<file path="config.mk">
export PLATFORM = sky130hd
export DESIGN_NAME = wildcard_byte_pattern_scan
export DESIGN_NICKNAME = d
export VERILOG_FILES = /design/src/wbps_pkg.sv /design/src/wbps_front.sv /design/src/wbps_queue.sv /design/src/wildcard_byte_pattern_scan.sv
export SDC_FILE = /design/constraint.sdc
export NUM_CORES = 1
export LEC_CHECK = 0
export CAP_MARGIN = 5
export CORE_UTILIZATION = 40
export DETAILED_ROUTE_END_ITERATION = 6
export DONT_BUFFER_PORTS = 1
export HOLD_SLACK_MARGIN = 0.15
export PLACE_DENSITY = 0.62
export SYNTH_ARGS = -nofsm -noshare
export SYNTH_HDL_FRONTEND = slang
export SYNTH_HIERARCHICAL = 1
export SYNTH_SLANG_ARGS = --single-unit
</file>
<file path="constraint.sdc">
create_clock -name clk -period 10.3 [get_ports clk]
set_input_delay 1.03 -clock clk [delete_from_list [all_inputs] [get_ports clk]]
set_output_delay 1.03 -clock clk [all_outputs]
set_load 0.05 [all_outputs]
</file>
<file path="src/wbps_pkg.sv">
// Shared types and constants of the wildcard byte pattern scanner.
// Used by the scan front end, the result queue and the top level.
// No dependencies.
`default_nettype none

package wbps_pkg;

  // Parameter defaults.
  localparam int MAX_PATTERN_DEF = 16;
  localparam int OFFSET_BITS_DEF = 32;

  // Fixed widths of the configuration registers and of the result fields.
  localparam int CFG_DATA_W  = 64;
  localparam int CFG_INDEX_W = 2;
  localparam int MASK_W      = 16;
  localparam int LENGTH_W    = 5;
  localparam int MATCH_OFF_W = 32;

  // Depth of the queue between the scan front end and the output.
  localparam int QUEUE_DEPTH = 4;

  // Configuration register indexes.
  localparam logic [CFG_INDEX_W-1:0] REG_PATTERN_LOW  = 2'd0;
  localparam logic [CFG_INDEX_W-1:0] REG_PATTERN_HIGH = 2'd1;
  localparam logic [CFG_INDEX_W-1:0] REG_WILDCARD     = 2'd2;
  localparam logic [CFG_INDEX_W-1:0] REG_LENGTH       = 2'd3;

  // Current configuration as seen by the scan front end.
  typedef struct packed {
    logic [CFG_DATA_W-1:0] pattern_bytes_low;
    logic [CFG_DATA_W-1:0] pattern_bytes_high;
    logic [MASK_W-1:0]     wildcard_mask;
    logic [LENGTH_W-1:0]   pattern_length;
  } cfg_t;

  // One result item.
  typedef struct packed {
    logic                   found;
    logic [MATCH_OFF_W-1:0] match_offset;
  } result_t;

endpackage

`default_nettype wire

</file>
<file path="src/wbps_front.sv">
// Scan front end: accepts stream bytes, keeps the byte window and counter,
// runs the masked pattern compare and pushes result items into the queue.
// Depends on wbps_pkg.
`default_nettype none

module wbps_front
  import wbps_pkg::*;
#(
  parameter int MAX_PATTERN = MAX_PATTERN_DEF,
  parameter int OFFSET_BITS = OFFSET_BITS_DEF
) (
  input  wire logic    clk,
  input  wire logic    rst,
  input  wire cfg_t    cfg,
  input  wire logic    in_valid,
  output logic         in_ready,
  input  wire logic [7:0] in_byte,
  input  wire logic    in_last,
  output logic         push_valid,
  input  wire logic    push_ready,
  output result_t      push_data
);

  localparam int WIN_DEPTH = (MAX_PATTERN > 1) ? MAX_PATTERN - 1 : 1;
  localparam int IDX_W     = (MAX_PATTERN > 1) ? $clog2(MAX_PATTERN) : 1;
  localparam int LEN_W     = $clog2(MAX_PATTERN + 1);
  localparam logic [OFFSET_BITS-1:0] COUNT_MAX = {OFFSET_BITS{1'b1}};

  logic [7:0]             recent [WIN_DEPTH];
  logic [OFFSET_BITS-1:0] bytes_seen;
  logic                   reported;

  logic                   accept;
  logic [LEN_W-1:0]       eff_len;
  logic [OFFSET_BITS-1:0] len_m1;
  logic [7:0]             window [MAX_PATTERN];
  logic [127:0]           pattern;
  logic                   hit;
  logic                   emit;

  assign in_ready = push_ready;
  assign accept   = in_valid && in_ready;
  assign pattern  = {cfg.pattern_bytes_high, cfg.pattern_bytes_low};

  // Clamp the configured length into 1 .. MAX_PATTERN.
  always_comb begin
    if (cfg.pattern_length == '0) begin
      eff_len = LEN_W'(1);
    end else if (int'(cfg.pattern_length) > MAX_PATTERN) begin
      eff_len = LEN_W'(MAX_PATTERN);
    end else begin
      eff_len = LEN_W'(cfg.pattern_length);
    end
  end

  assign len_m1 = OFFSET_BITS'(eff_len) - OFFSET_BITS'(1);

  // Window with the incoming byte in place 0 and older bytes above it.
  always_comb begin
    window[0] = in_byte;
    for (int k = 1; k < MAX_PATTERN; k++) begin
      window[k] = recent[k-1];
    end
  end

  // Masked compare: pattern byte j meets window place len-1-j.
  always_comb begin
    int k;
    hit = (bytes_seen >= len_m1);
    for (int j = 0; j < MAX_PATTERN; j++) begin
      k = int'(eff_len) - 1 - j;
      if (j < int'(eff_len) && !cfg.wildcard_mask[j]) begin
        if (window[k[IDX_W-1:0]] != pattern[8*j +: 8]) begin
          hit = 1'b0;
        end
      end
    end
  end

  // A result leaves when the scan is live and either matches or ends.
  assign emit       = !reported && (hit || in_last);
  assign push_valid = accept && emit;

  always_comb begin
    push_data.found        = hit;
    push_data.match_offset = hit ? MATCH_OFF_W'(bytes_seen - len_m1) : '0;
  end

  // Byte window shifts on every live byte.
  always_ff @(posedge clk) begin
    if (accept && !reported) begin
      recent[0] <= in_byte;
      for (int i = 1; i < WIN_DEPTH; i++) begin
        recent[i] <= recent[i-1];
      end
    end
  end

  // Counter and match flag; the end of a stream restarts the scan.
  always_ff @(posedge clk) begin
    if (rst) begin
      bytes_seen <= '0;
      reported   <= 1'b0;
    end else if (accept) begin
      if (in_last) begin
        bytes_seen <= '0;
        reported   <= 1'b0;
      end else if (!reported) begin
        if (bytes_seen != COUNT_MAX) begin
          bytes_seen <= bytes_seen + OFFSET_BITS'(1);
        end
        if (hit) begin
          reported <= 1'b1;
        end
      end
    end
  end

  // After a match, the rest of the stream produces no result.
  a_quiet_after_match: assert property (@(posedge clk) disable iff (rst)
    accept && reported |-> !push_valid)
    else $error("result pushed after a match was reported");

  // A stream end leaves a fresh scan behind.
  a_restart: assert property (@(posedge clk) disable iff (rst)
    accept && in_last |=> bytes_seen == '0 && !reported)
    else $error("scan not restarted after stream end");

  // A live byte below saturation advances the counter by one.
  a_count: assert property (@(posedge clk) disable iff (rst)
    accept && !in_last && !reported && bytes_seen != COUNT_MAX
      |=> bytes_seen == $past(bytes_seen) + OFFSET_BITS'(1))
    else $error("byte counter did not advance");

endmodule

`default_nettype wire

</file>
<file path="src/wbps_queue.sv">
// Short result queue between the scan front end and the output channel.
// Lets either side stall on its own; the head drives the output directly.
// Depends on wbps_pkg.
`default_nettype none

module wbps_queue
  import wbps_pkg::*;
(
  input  wire logic    clk,
  input  wire logic    rst,
  input  wire logic    push_valid,
  output logic         push_ready,
  input  wire result_t push_data,
  output logic         pop_valid,
  input  wire logic    pop_ready,
  output result_t      pop_data
);

  localparam int PTR_W = $clog2(QUEUE_DEPTH);
  localparam int CNT_W = $clog2(QUEUE_DEPTH + 1);

  result_t          entries [QUEUE_DEPTH];
  logic [PTR_W-1:0] wr_ptr;
  logic [PTR_W-1:0] rd_ptr;
  logic [CNT_W-1:0] count;

  logic do_push;
  logic do_pop;

  assign push_ready = (count != CNT_W'(QUEUE_DEPTH));
  assign pop_valid  = (count != '0);
  assign pop_data   = entries[rd_ptr];
  assign do_push    = push_valid && push_ready;
  assign do_pop     = pop_valid && pop_ready;

  // Entry storage.
  always_ff @(posedge clk) begin
    if (do_push) begin
      entries[wr_ptr] <= push_data;
    end
  end

  // Pointers and fill count.
  always_ff @(posedge clk) begin
    if (rst) begin
      wr_ptr <= '0;
      rd_ptr <= '0;
      count  <= '0;
    end else begin
      if (do_push) begin
        wr_ptr <= wr_ptr + PTR_W'(1);
      end
      if (do_pop) begin
        rd_ptr <= rd_ptr + PTR_W'(1);
      end
      if (do_push && !do_pop) begin
        count <= count + CNT_W'(1);
      end else if (do_pop && !do_push) begin
        count <= count - CNT_W'(1);
      end
    end
  end

  // Fill count never passes the depth.
  a_bound: assert property (@(posedge clk) disable iff (rst)
    count <= CNT_W'(QUEUE_DEPTH))
    else $error("queue overfilled");

  // Pointer distance agrees with the fill count.
  a_ptrs: assert property (@(posedge clk) disable iff (rst)
    PTR_W'(wr_ptr - rd_ptr) == PTR_W'(count))
    else $error("queue pointers disagree with fill count");

endmodule

`default_nettype wire

</file>
<file path="src/wildcard_byte_pattern_scan.sv">
// Wildcard byte pattern scan: one byte per cycle while the result queue
// has room, set by the combinational masked window compare. A result enters
// the four-entry result queue in the cycle its byte is accepted and leaves
// from the queue head; the queue absorbs output stalls. Reset (rst,
// synchronous) restores the register defaults and empties the scan state
// and the queue. Depends on wbps_pkg.
`default_nettype none

module wildcard_byte_pattern_scan
  import wbps_pkg::*;
#(
  parameter int MAX_PATTERN = MAX_PATTERN_DEF,
  parameter int OFFSET_BITS = OFFSET_BITS_DEF
) (
  input  wire logic                   clk,
  input  wire logic                   rst,
  // Configuration write port.
  input  wire logic                   cfg_wr_en,
  input  wire logic [CFG_INDEX_W-1:0] cfg_index,
  input  wire logic [CFG_DATA_W-1:0]  cfg_data,
  // Input stream.
  input  wire logic                   s_axis_tvalid,
  output logic                        s_axis_tready,
  input  wire logic [7:0]             s_axis_tdata,   // [7:0] data_byte
  input  wire logic                   s_axis_tlast,   // stream_end
  // Result stream.
  output logic                        m_axis_tvalid,
  input  wire logic                   m_axis_tready,
  output logic [MATCH_OFF_W-1:0]      m_axis_tdata,   // [31:0] match_offset
  output logic                        m_axis_tuser    // found
);

  cfg_t    cfg;
  logic    push_valid;
  logic    push_ready;
  result_t push_data;
  result_t pop_data;

  // Configuration registers.
  always_ff @(posedge clk) begin
    if (rst) begin
      cfg.pattern_bytes_low  <= '0;
      cfg.pattern_bytes_high <= '0;
      cfg.wildcard_mask      <= '0;
      cfg.pattern_length     <= LENGTH_W'(1);
    end else if (cfg_wr_en) begin
      unique case (cfg_index)
        REG_PATTERN_LOW:  cfg.pattern_bytes_low  <= cfg_data;
        REG_PATTERN_HIGH: cfg.pattern_bytes_high <= cfg_data;
        REG_WILDCARD:     cfg.wildcard_mask      <= cfg_data[MASK_W-1:0];
        REG_LENGTH:       cfg.pattern_length     <= cfg_data[LENGTH_W-1:0];
        default: ;
      endcase
    end
  end

  // Front end: window, counter and compare.
  wbps_front #(
    .MAX_PATTERN (MAX_PATTERN),
    .OFFSET_BITS (OFFSET_BITS)
  ) u_front (
    .clk        (clk),
    .rst        (rst),
    .cfg        (cfg),
    .in_valid   (s_axis_tvalid),
    .in_ready   (s_axis_tready),
    .in_byte    (s_axis_tdata),
    .in_last    (s_axis_tlast),
    .push_valid (push_valid),
    .push_ready (push_ready),
    .push_data  (push_data)
  );

  // Back end: result queue feeding the master side.
  wbps_queue u_queue (
    .clk        (clk),
    .rst        (rst),
    .push_valid (push_valid),
    .push_ready (push_ready),
    .push_data  (push_data),
    .pop_valid  (m_axis_tvalid),
    .pop_ready  (m_axis_tready),
    .pop_data   (pop_data)
  );

  assign m_axis_tdata = pop_data.match_offset;
  assign m_axis_tuser = pop_data.found;

endmodule

`default_nettype wire

</file>
==> results of run 1 <==
==> logic make-up after synthesis <==
| logic type | count (synthesis) |
|---|---|
| and+or+nand+nor | 492 |
| xor gates and xnor gates | 194 |
| buffers and inverters | 145 |
| adders and majority gates | 54 |
| DFF | 443 |
| AOI/OAI and AO/OA | 168 |
| muxes | 482 |
==> cell usage in the layout, fill, tap and decap left out, types with 23 or more instances in the layout <==
master,netlist,final
mux2i_1,264,264
edfxtp_1,252,252
nand2b_1,218,218
mux4_2,214,214
dfxtp_1,191,190
xor2_1,147,147
nor2_1,101,100
clkbuf_16,0,51
ha_1,49,49
nand2_1,47,46
xnor2_1,44,44
a21oi_1,37,37
nor4_1,34,34
a22oi_1,30,30
buf_4,9,28
nand3_1,23,23
inv_1,24,23
a21o_1,23,23
==> cell type report <==
class	instances	area [sq um]
repair buffers	28	210
clock buffers	67	1380
multi-input cells	1390	13900
fillers	5822	36000
clock inverters	26	229
flip-flops and latches	443	11400
inverters	28	110
well taps	855	1070
==> stage by stage <==
step                      std cells  power [W]
after floorplan                1978    0.00348
after global placement         2744    0.00382
after detailed placement       2744    0.00385
after CTS                      2837    0.00560
after global routing           2837    0.00578
final                          2837    0.00557
==> tightest hold or removal path: stages (launching register included) <==
cell      delay [ns]
dfxtp_1         0.31
nand2b_1        0.06
mux2i_1         0.06
==> worst paths after layout <==
path	end	slack (ns)	from
worst max-delay path	u_queue/count[2]	2.08	cfg[4]
worst min-delay path	cfg[54]	0.49	cfg[54]
worst max register to register	u_queue/count[2]	2.08	cfg[4]
worst min register to register	cfg[54]	0.49	cfg[54]
==> sequential cells by signal, indices dropped and copies added (netlist names), named ones only <==
name	cells
u_queue/count	3
u_queue/wr_ptr	2
u_front/reported	1
cfg	149
u_front/bytes_seen	32
u_queue/rd_ptr	2
u_queue/entries	132
u_front/recent	120
==> power groups by stage <==
stage | Clock [W] | Sequential (W) | Combinational [W]
3_5_place_dp | 0 | 0.00224 | 0.00160
5_1_grt | 0.00185 | 0.00223 | 0.00170
6_report | 0.00175 | 0.00221 | 0.00161
2_1_floorplan | 0 | 0.00220 | 0.00128
3_3_place_gp | 0 | 0.00223 | 0.00160
4_1_cts | 0.00178 | 0.00221 | 0.00161
==> layer usage <==
layer  track usage [%]  wire (um)  part of all wire [%]  vias up
li1                  -          -                     -     7461
met3              4.23       5130                   7.2       93
met2              31.9      32000                    45      587
met4              5.69       1730                   2.4        0
met5                 0          0                     0        -
met1              30.8      31900                    45     8482
==> impl_metrics.ini, run 1 <==
[power]
seqPwrFrac_pct = 39.7
switching_share_pct = 33.3
leakage_nw = 10.5
switching_power_w = 0.00185
p_clk_share_pct = 31.4
ir_drop_v = 0.000118
power.density_nw_per_um2 = 197
internal_power_w = 0.00372
combPwrFrac_pct = 29.0

[clocking]
htreeDepth = 2
cts_resized = 0
hold_buffers = 0
cts-root-buf = clkbuf_16
numCtsBuffers = 50
cts_tree = built
postCtsSetupRepairBufs = 0
clock-sinks = 443
cts_buffer_depth = 3
clk_latency_ns = 0.60
clkSlewWorstSetupHoldPaths_ns = 0.06

[global_routing]
antenna_found_initial = 0
grt_start_max_net_pins = 229
grt_pass1_vias = 16100
grt_overflow = 0
grt_pass1_wl_um = 105000
track_usage_pct = 21.1

[timing]
fin_crit_ns = 8.22
drv_slew = 0
tightest_slew_ns = 1.26
finalHoldViolations = 0
slew_headroom_pct = 15.4
fin_setup_tns_ns = 0
finalCritPeriodShare_pct = 79.8
layout_setup_ws_ns = 2.08
fmax_mhz = 122
hold_ws_ns = 0.485
setup_viol = 0
clock_skew_ns = 0.0262
rsz0062_at_grt = false

[run]
max_cap_viol_count = 0

[worst_setup_path]
required_ns = 10.81
crit_buf_inv = 4
cp_top_family = simple AND/OR/NAND/NOR gates
worstPathArrival_ns = 8.73
crit_type = reg -> reg
crit_chain = inv_2 -> nand2_1 -> ha_1 -> nor3b_1 -> a211oi_4 -> buf_4 -> xor2_1 -> mux4_2 -> xor2_1 -> nor4_1 -> a211oi_1 -> nor4_1 -> nand4_1 -> a211o_1 -> buf_4 -> a21boi_1 -> a21boi_4 -> ha_1 -> inv_1 -> fa_1 -> xor2_1 -> or3_1 -> a21oi_1
path_depth = 23
cpPeakStageDelay_ns = 0.87
worstSetupStartpointType = register
reg2regPathDepth = 23
end_kind = register
crit_path_top_delay_cell = xor2_1
critical_path.max_fanout = 41
path_common_cell = xor2_1

[route]
drc = 0
routed_wl_um = 70800
via_count = 16600
drt_iter0_markers = 1704
vias_per_cell = 5.86
drtAntennaViolNets = 0
drt-pass1-iter-count = 7
detail_route.wl_per_cell_um = 25.0

[synth]
yosys-top-cells-area = edfxtp_1, mux4_2, dfxtp_1
synth_adder_area_share_pct = 2.63
yosysMostFrequentCell = mux2i_1
ys_types = 73
synth_flop_cell = edfxtp_1
synth_xor_area_share_pct = 6.64
netlist_area_sq_um = 25900
synth_top_family_by_area = multiplexers
ys_ff_latch = 443
yosysWarnings = 6
synth.top_cell.area_share_pct = 29.2
synth-simple-area-share_pct = 10.4
synthMuxAreaShare_pct = 29.1
synth_compound_area_share_pct = 4.54
synth_edf_count = 252
yosysTopAreaCell = edfxtp_1
netlist_instances = 1978
ys_seq_area_share_pct = 43.9
synth_fp_nets = 2109
yosys-top-cells-count = mux2i_1, edfxtp_1, nand2b_1
async_flop_share_pct = 0
postSynthAreaPerCell_sq_um = 13.1

[floorplanning]
initial_core_util_pct = 40.4
dieHeight_um = 257
rows = 93
core-area_sq_um = 64200
boundaryPins = 115
die_w_um = 257
die-area_sq_um = 65900

[final_layout]
area_delta_synth_final_pct = 8.89
final_cell_area_sq_um = 28300
drive_gt1_share_pct = 17.1
layout.nets = 2072
final_util_pct = 44.0
diodes = 0

[placed_design]
routabilityCongestion = 0.918
hpwl_um = 52500
place_area_sq_um = 26600
pre_cts_ws_ns = 2.15
io_buffers = 0

[min_path]
hold_class = reg -> reg
hold_depth = 2

[outcome]
status = complete, no violations
(Power assumes the default switching activity.)
==> inputs of run 2 (changes only) <==
--- a/config.mk
+++ b/config.mk
@@ -10,7 +10,7 @@
 export DETAILED_ROUTE_END_ITERATION = 6
 export DONT_BUFFER_PORTS = 1
 export HOLD_SLACK_MARGIN = 0.15
-export PLACE_DENSITY = 0.62
+export PLACE_DENSITY = 0.64
 export SYNTH_ARGS = -nofsm -noshare
 export SYNTH_HDL_FRONTEND = slang
 export SYNTH_HIERARCHICAL = 1
==> constraint.sdc (replaced) <==
create_clock -name clk -period 6.75 [get_ports clk]
set_input_delay 0.675 -clock clk [delete_from_list [all_inputs] [get_ports clk]]
set_output_delay 0.675 -clock clk [all_outputs]
set_load 0.05 [all_outputs]
==> run 2 against run 1 <==
  * Critical path depth grew 1
  * Flip-flop and latch count is the same
  * Die area is the same
  * Fmax grew 28%
  * Design area grew 0.56%
  * Global-route usage grew 0.087 points
  * Core utilization grew 0.25 points
  * Final cell count grew 0.63%
  * Clock power grew 47%
  * Critical path type unchanged
  * Largest power group unchanged
==> impl_metrics.ini, run 2 (synthesis gave the netlist of run 1 again) <==
[outcome]
status = complete, no violations

[floorplanning]
initial_core_util_pct = 40.4
die_w_um = 257
rows = 93
die-area_sq_um = 65900
dieHeight_um = 257
core-area_sq_um = 64200
boundaryPins = 115

[final_layout]
reg.largest.list = cfg x149, u_queue/entries x132, u_front/recent x120
area_delta_synth_final_pct = 9.49
largest_register_ff_count = 149
top_register = cfg
diodes = 0
layout.nets = 2092
final_common_cell = mux2i_1
fillers = 5783
layout_common_cells = mux2i_1, edfxtp_1, nand2b_1
drive_gt1_share_pct = 18.0

[route]
vias_per_cell = 5.87
detail_route.wl_per_cell_um = 24.7
drt-pass1-iter-count = 6
drtAntennaViolNets = 0
drc = 0
via_count = 16800
drt_iter0_markers = 1683
routed_wl_um = 70400

[clocking]
clock-sinks = 443
htreeDepth = 2
cts_tree = built
cts_buffer_depth = 3
numCtsBuffers = 47
clkSlewWorstSetupHoldPaths_ns = 0.06
postCtsSetupRepairBufs = 0
clk_latency_ns = 0.60
cts-root-buf = clkbuf_16

[min_path]
min_from = s_axis_tdata[0]
min_to = u_front/recent[0][0]
hold_class = in -> reg
hold_depth = 0

[power]
p_total_w = 0.00841
ir_drop_v = 0.000158
leakage_nw = 10.6
power.density_nw_per_um2 = 296

[worst_setup_path]
r2r_slack_ns = 0.35
worstReg2RegStart = cfg[1]
reg2regPathDepth = 24
crit_chain = nor3_1 -> nor2_1 -> nor2_2 -> inv_6 -> xnor2_1 -> inv_1 -> ha_1 -> xnor2_2 -> buf_4 -> mux4_2 -> xor2_1 -> nor4_1 -> a221oi_1 -> nor4_1 -> nand4_1 -> a211o_1 -> a21boi_1 -> a21boi_4 -> ha_1 -> inv_1 -> fa_1 -> xor2_1 -> or3_1 -> a21oi_1
crit_type = reg -> reg
cpPeakStageDelay_ns = 0.76
worstSetupStartpointType = register
required_ns = 7.27
worstPathArrival_ns = 6.92
cp_top_family = simple AND/OR/NAND/NOR gates
crit_buf_inv = 4
critical_path.max_fanout = 16
r2r_end = u_queue/count[2]
end_kind = register
crit_path_top_delay_cell = nor4_1

[global_routing]
busiest_layer = met2
grt_overflow = 0
grtUsageMet2_pct = 33.7
grt_use_met3_pct = 4.02
grt_pass1_wl_um = 106000
antenna_found_initial = 1
track_usage_pct = 21.2
grt_start_max_net_pins = 229
use_met1_pct = 29.6
grt_pass1_vias = 16100

[run]
max_cap_viol_count = 0

[timing]
setup_viol = 0
fin_crit_ns = 6.40
slew_headroom_pct = 16.0
fin_setup_tns_ns = 0
fmax_mhz = 156
tightest_slew_ns = 1.26
clock_skew_ns = 0.0257
rsz0062_at_grt = false
drv_slew = 0
finalCritPeriodShare_pct = 94.8
finalHoldViolations = 0

[placed_design]
hpwl_um = 51800
routabilityCongestion = 0.981
io_buffers = 0
[run 2: cell count changes in the layout (fill, tap and decap cells not counted), moves of 2 or more]
| cell | change |
|---|---|
| buf_12 | +2 |
| nor4_2 | +2 |
| inv_4 | -2 |
| buf_4 | +17 |
| clkinv_2 | +2 |
| bufinv_16 | -2 |
| dlygate4sd3_1 | +4 |
| nor4_1 | -2 |
| clkbuf_16 | -3 |
| clkbuf_8 | +5 |
| clkinv_1 | -6 |
[run 2: what timing repair did]
item	CTS	global route
gates resized for setup	0	2
endpoints found under the setup margin	0	1
endpoints found under the hold margin	4	0
hold buffers	4	0
[run 2: routing by layer]
metal  vias up  routed length [um]
met3       101                5350
met5         -                  20
met2       594               33000
li1       7486                   -
met4         2                1760
met1      8572               30300
[run 2: cell type report]
| type | count | area (sq um) | area share, % |
|---|---|---|---|
| repair buffers | 51 | 418 | 1.47 |
| flip-flops and latches | 443 | 11400 | 40.1 |
| multi-input cells | 1390 | 13900 | 48.9 |
| clock buffers | 70 | 1370 | 4.84 |
| inverters | 28 | 111 | 0.392 |
| clock inverters | 18 | 160 | 0.564 |
| well taps | 855 | 1070 | 3.77 |
[run 2: through the flow]
step / hold WS [ns] / setup slack (ns) / instances / utilization, % / area, sq um
5_1_grt: 0.153 / 0.0177 / 2855 / 44.2 / 28400
4_1_cts: 0.150 / 0.295 / 2855 / 44.2 / 28400
3_3_place_gp: 0.461 / 0.414 / 2763 / 41.8 / 26800
2_1_floorplan: 0.452 / 0.0517 / 1978 / - / 26000
3_5_place_dp: 0.472 / 0.334 / 2763 / 41.8 / 26800
6_report: 0.173 / 0.351 / 2855 / 44.2 / 28400
[run 2: worst register-to-register path: stages, from the launching register on]
cell,delay (ns)
dfxtp_1,0.38
nor3_1,0.25
nor2_1,0.08
nor2_2,0.27
inv_6,0.06
xnor2_1,0.18
inv_1,0.13
ha_1,0.24
xnor2_2,0.15
buf_4,0.32
mux4_2,0.63
xor2_1,0.17
nor4_1,0.76
a221oi_1,0.18
nor4_1,0.24
nand4_1,0.15
a211o_1,0.37
a21boi_1,0.18
a21boi_4,0.29
ha_1,0.23
inv_1,0.06
fa_1,0.37
xor2_1,0.18
or3_1,0.31
a21oi_1,0.14
[run 2: worst max path at each step]
stage                     startpoint                to  slack (ns)  depth (start not counted)
after floorplan               cfg[2]  u_queue/count[2]        0.05                         30
after global placement        cfg[4]  u_queue/count[2]        0.41                         23
after detailed placement      cfg[4]  u_queue/count[2]        0.33                         23
after CTS                     cfg[4]  u_queue/count[2]        0.30                         23
after global routing          cfg[1]  u_queue/count[2]        0.02                         24
final                         cfg[1]  u_queue/count[2]        0.35                         24
[run 2: power by group]
part	total [W]	internal [W]	leakage, nW	switching (W)
clock	0.00257	0.00146	0.750	0.00111
sequential	0.00337	0.00315	3.99	0.000222
combinational	0.00246	0.000986	5.89	0.00148
total	0.00841	0.00560	10.6	0.00281
==> inputs of run 3 (changes only) <==
--- a/config.mk
+++ b/config.mk
@@ -10,7 +10,9 @@
 export DETAILED_ROUTE_END_ITERATION = 6
 export DONT_BUFFER_PORTS = 1
 export HOLD_SLACK_MARGIN = 0.15
+export MAX_ROUTING_LAYER = met4
 export PLACE_DENSITY = 0.64
+export REMOVE_ABC_BUFFERS = 1
 export SYNTH_ARGS = -nofsm -noshare
 export SYNTH_HDL_FRONTEND = slang
 export SYNTH_HIERARCHICAL = 1
==> run 3 against run 2 <==
  * Via count rose by 0.14%
  * Sequential share of layout area fell by 0.15 points
  * Register-to-register slack improved by 0.15 ns
  * Final cell count barely moved
  * Clock power rose by 8.6%
  * Critical endpoint unchanged
==> impl_metrics.ini, run 3 (synthesis gave the netlist of run 1 again) <==
[outcome]
status = complete, no violations

[power]
seqPwrFrac_pct = 39.2
switching_share_pct = 33.0
switching_power_w = 0.00285
leakage_nw = 10.7
combPwrFrac_pct = 28.4
ir_drop_v = 0.000234
internal_power_w = 0.00577
power.density_nw_per_um2 = 302
p_clk_share_pct = 32.4

[floorplanning]
core-area_sq_um = 64200
die-area_sq_um = 65900
die_w_um = 257
rows = 93
dieHeight_um = 257
boundaryPins = 115
initial_core_util_pct = 40.4

[worst_setup_path]
crit_buf_inv = 3
worstSetupStartpointType = register
critPathLaunch = cfg[1]
crit_path_top_delay_cell = mux4_2
worstPathArrival_ns = 6.75
crit_chain = nor3_1 -> nor2_1 -> nor2_2 -> inv_6 -> xnor2_1 -> inv_1 -> ha_1 -> a21boi_0 -> xnor2_4 -> mux4_2 -> xor2_1 -> nor4_1 -> a211oi_1 -> nor4_1 -> nand4_1 -> a211o_1 -> a21boi_1 -> a21boi_4 -> ha_1 -> inv_1 -> fa_1 -> xor2_1 -> or3_1 -> a21oi_1
cp_top_family = simple AND/OR/NAND/NOR gates
cpPeakStageDelay_ns = 0.57
end_kind = register
crit_type = reg -> reg
required_ns = 7.26
worstReg2RegStart = cfg[1]
critical_path.max_fanout = 24

[global_routing]
grt_start_max_net_pins = 229
grt_overflow = 0
grt_pass1_vias = 16500
track_usage_pct = 20.7
grt_pass1_wl_um = 102000
antenna_found_initial = 2

[final_layout]
top_register = cfg
final_util_pct = 44.4
layout_common_cells = mux2i_1, edfxtp_1, nand2b_1
reg.largest.list = cfg x149, u_queue/entries x132, u_front/recent x120
area_delta_synth_final_pct = 9.91
fillers = 5812
final_cell_area_sq_um = 28500
layout.nets = 2089
largest_register_ff_count = 149
final_common_cell = mux2i_1
drive_gt1_share_pct = 17.9

[clocking]
cts_buffer_depth = 3
cts-root-buf = clkbuf_16
postCtsSetupRepairBufs = 0
clk_latency_ns = 0.61
clock-sinks = 443
htreeDepth = 2
numCtsBuffers = 50
cts_tree = built
clkSlewWorstSetupHoldPaths_ns = 0.06

[timing]
setup_viol = 0
finalCritPeriodShare_pct = 92.6
tightest_slew_ns = 1.30
fmax_mhz = 160
clock_skew_ns = 0.0338
slew_headroom_pct = 12.9
drv_slew = 0
rsz0062_at_grt = false
fin_crit_ns = 6.25
finalHoldViolations = 0

[min_path]
hold_class = in -> reg
min_from = s_axis_tdata[2]

[route]
drtAntennaViolNets = 0
routed_wl_um = 67400
drt_iter0_markers = 1538
detail_route.wl_per_cell_um = 23.6
drc = 0
via_count = 16800
drt-pass1-iter-count = 5
vias_per_cell = 5.88

[placed_design]
io_buffers = 0
hpwl_um = 48600
place_area_sq_um = 26800
routabilityCongestion = 0.961

[run]
max_cap_viol_count = 0
-- run 3: path summary, 6_finish.rpt --
path,endpoint,slack [ns],cells after the start
worst max-delay path,u_queue/count[2],0.50,24
worst min-delay path,u_front/recent[0][2],0.19,0
worst max register to register,u_queue/count[2],0.50,24
worst min register to register,cfg[15],0.48,2
-- run 3: metal layers --
layer	share of wire, %	vias up	GRT usage, %
li1	-	7510	-
met1	42	8597	26.6
met2	49	572	33.8
met3	5.8	99	2.86
met4	3.2	0	6.85
met5	0	-	-
-- run 3: area by class of cell --
class                      instances  area, sq um  share of cell area (%)
clock buffer                      66         1400                    4.92
inverter                          28          110                   0.386
clock inverter                    26          284                   0.996
sequential                       443        11400                    39.9
timing repair buffer              45          373                    1.31
antenna                            1         2.50                 0.00877
tap                              855         1070                    3.75
multi-input combinational       1390        13900                    48.7
-- run 3: power groups by stage --
| stage | registers (W) | logic [W] | clock network, W |
|---|---|---|---|
| 3_5_place_dp | 0.00342 | 0.00243 | 0 |
| 4_1_cts | 0.00337 | 0.00244 | 0.00286 |
| 3_3_place_gp | 0.00340 | 0.00240 | 0 |
| 5_1_grt | 0.00340 | 0.00258 | 0.00296 |
| 2_1_floorplan | 0.00341 | 0.00185 | 0 |
| 6_report | 0.00337 | 0.00245 | 0.00279 |
-- run 3: what timing repair did --
item                                    4_1_cts  5_1_grt
hold buffers                                  4        0
gates resized for setup                       0        2
endpoints found under the setup margin        0        1
hold endpoints to repair                      4        0
-- run 3: through the flow --
| step | cells | power, W | hold WS (ns) | TNS (ns) | setup slack, ns |
|---|---|---|---|---|---|
| 6_report | 2854 | 0.00861 | 0.192 | 0 | 0.501 |
| 5_1_grt | 2854 | 0.00894 | 0.172 | 0 | 0.00266 |
| 3_3_place_gp | 2757 | 0.00579 | 0.464 | 0 | 0.423 |
| 2_1_floorplan | 1861 | 0.00525 | 0.452 | -401.40 | -2.16 |
| 3_5_place_dp | 2757 | 0.00585 | 0.469 | 0 | 0.381 |
| 4_1_cts | 2853 | 0.00866 | 0.165 | 0 | 0.340 |
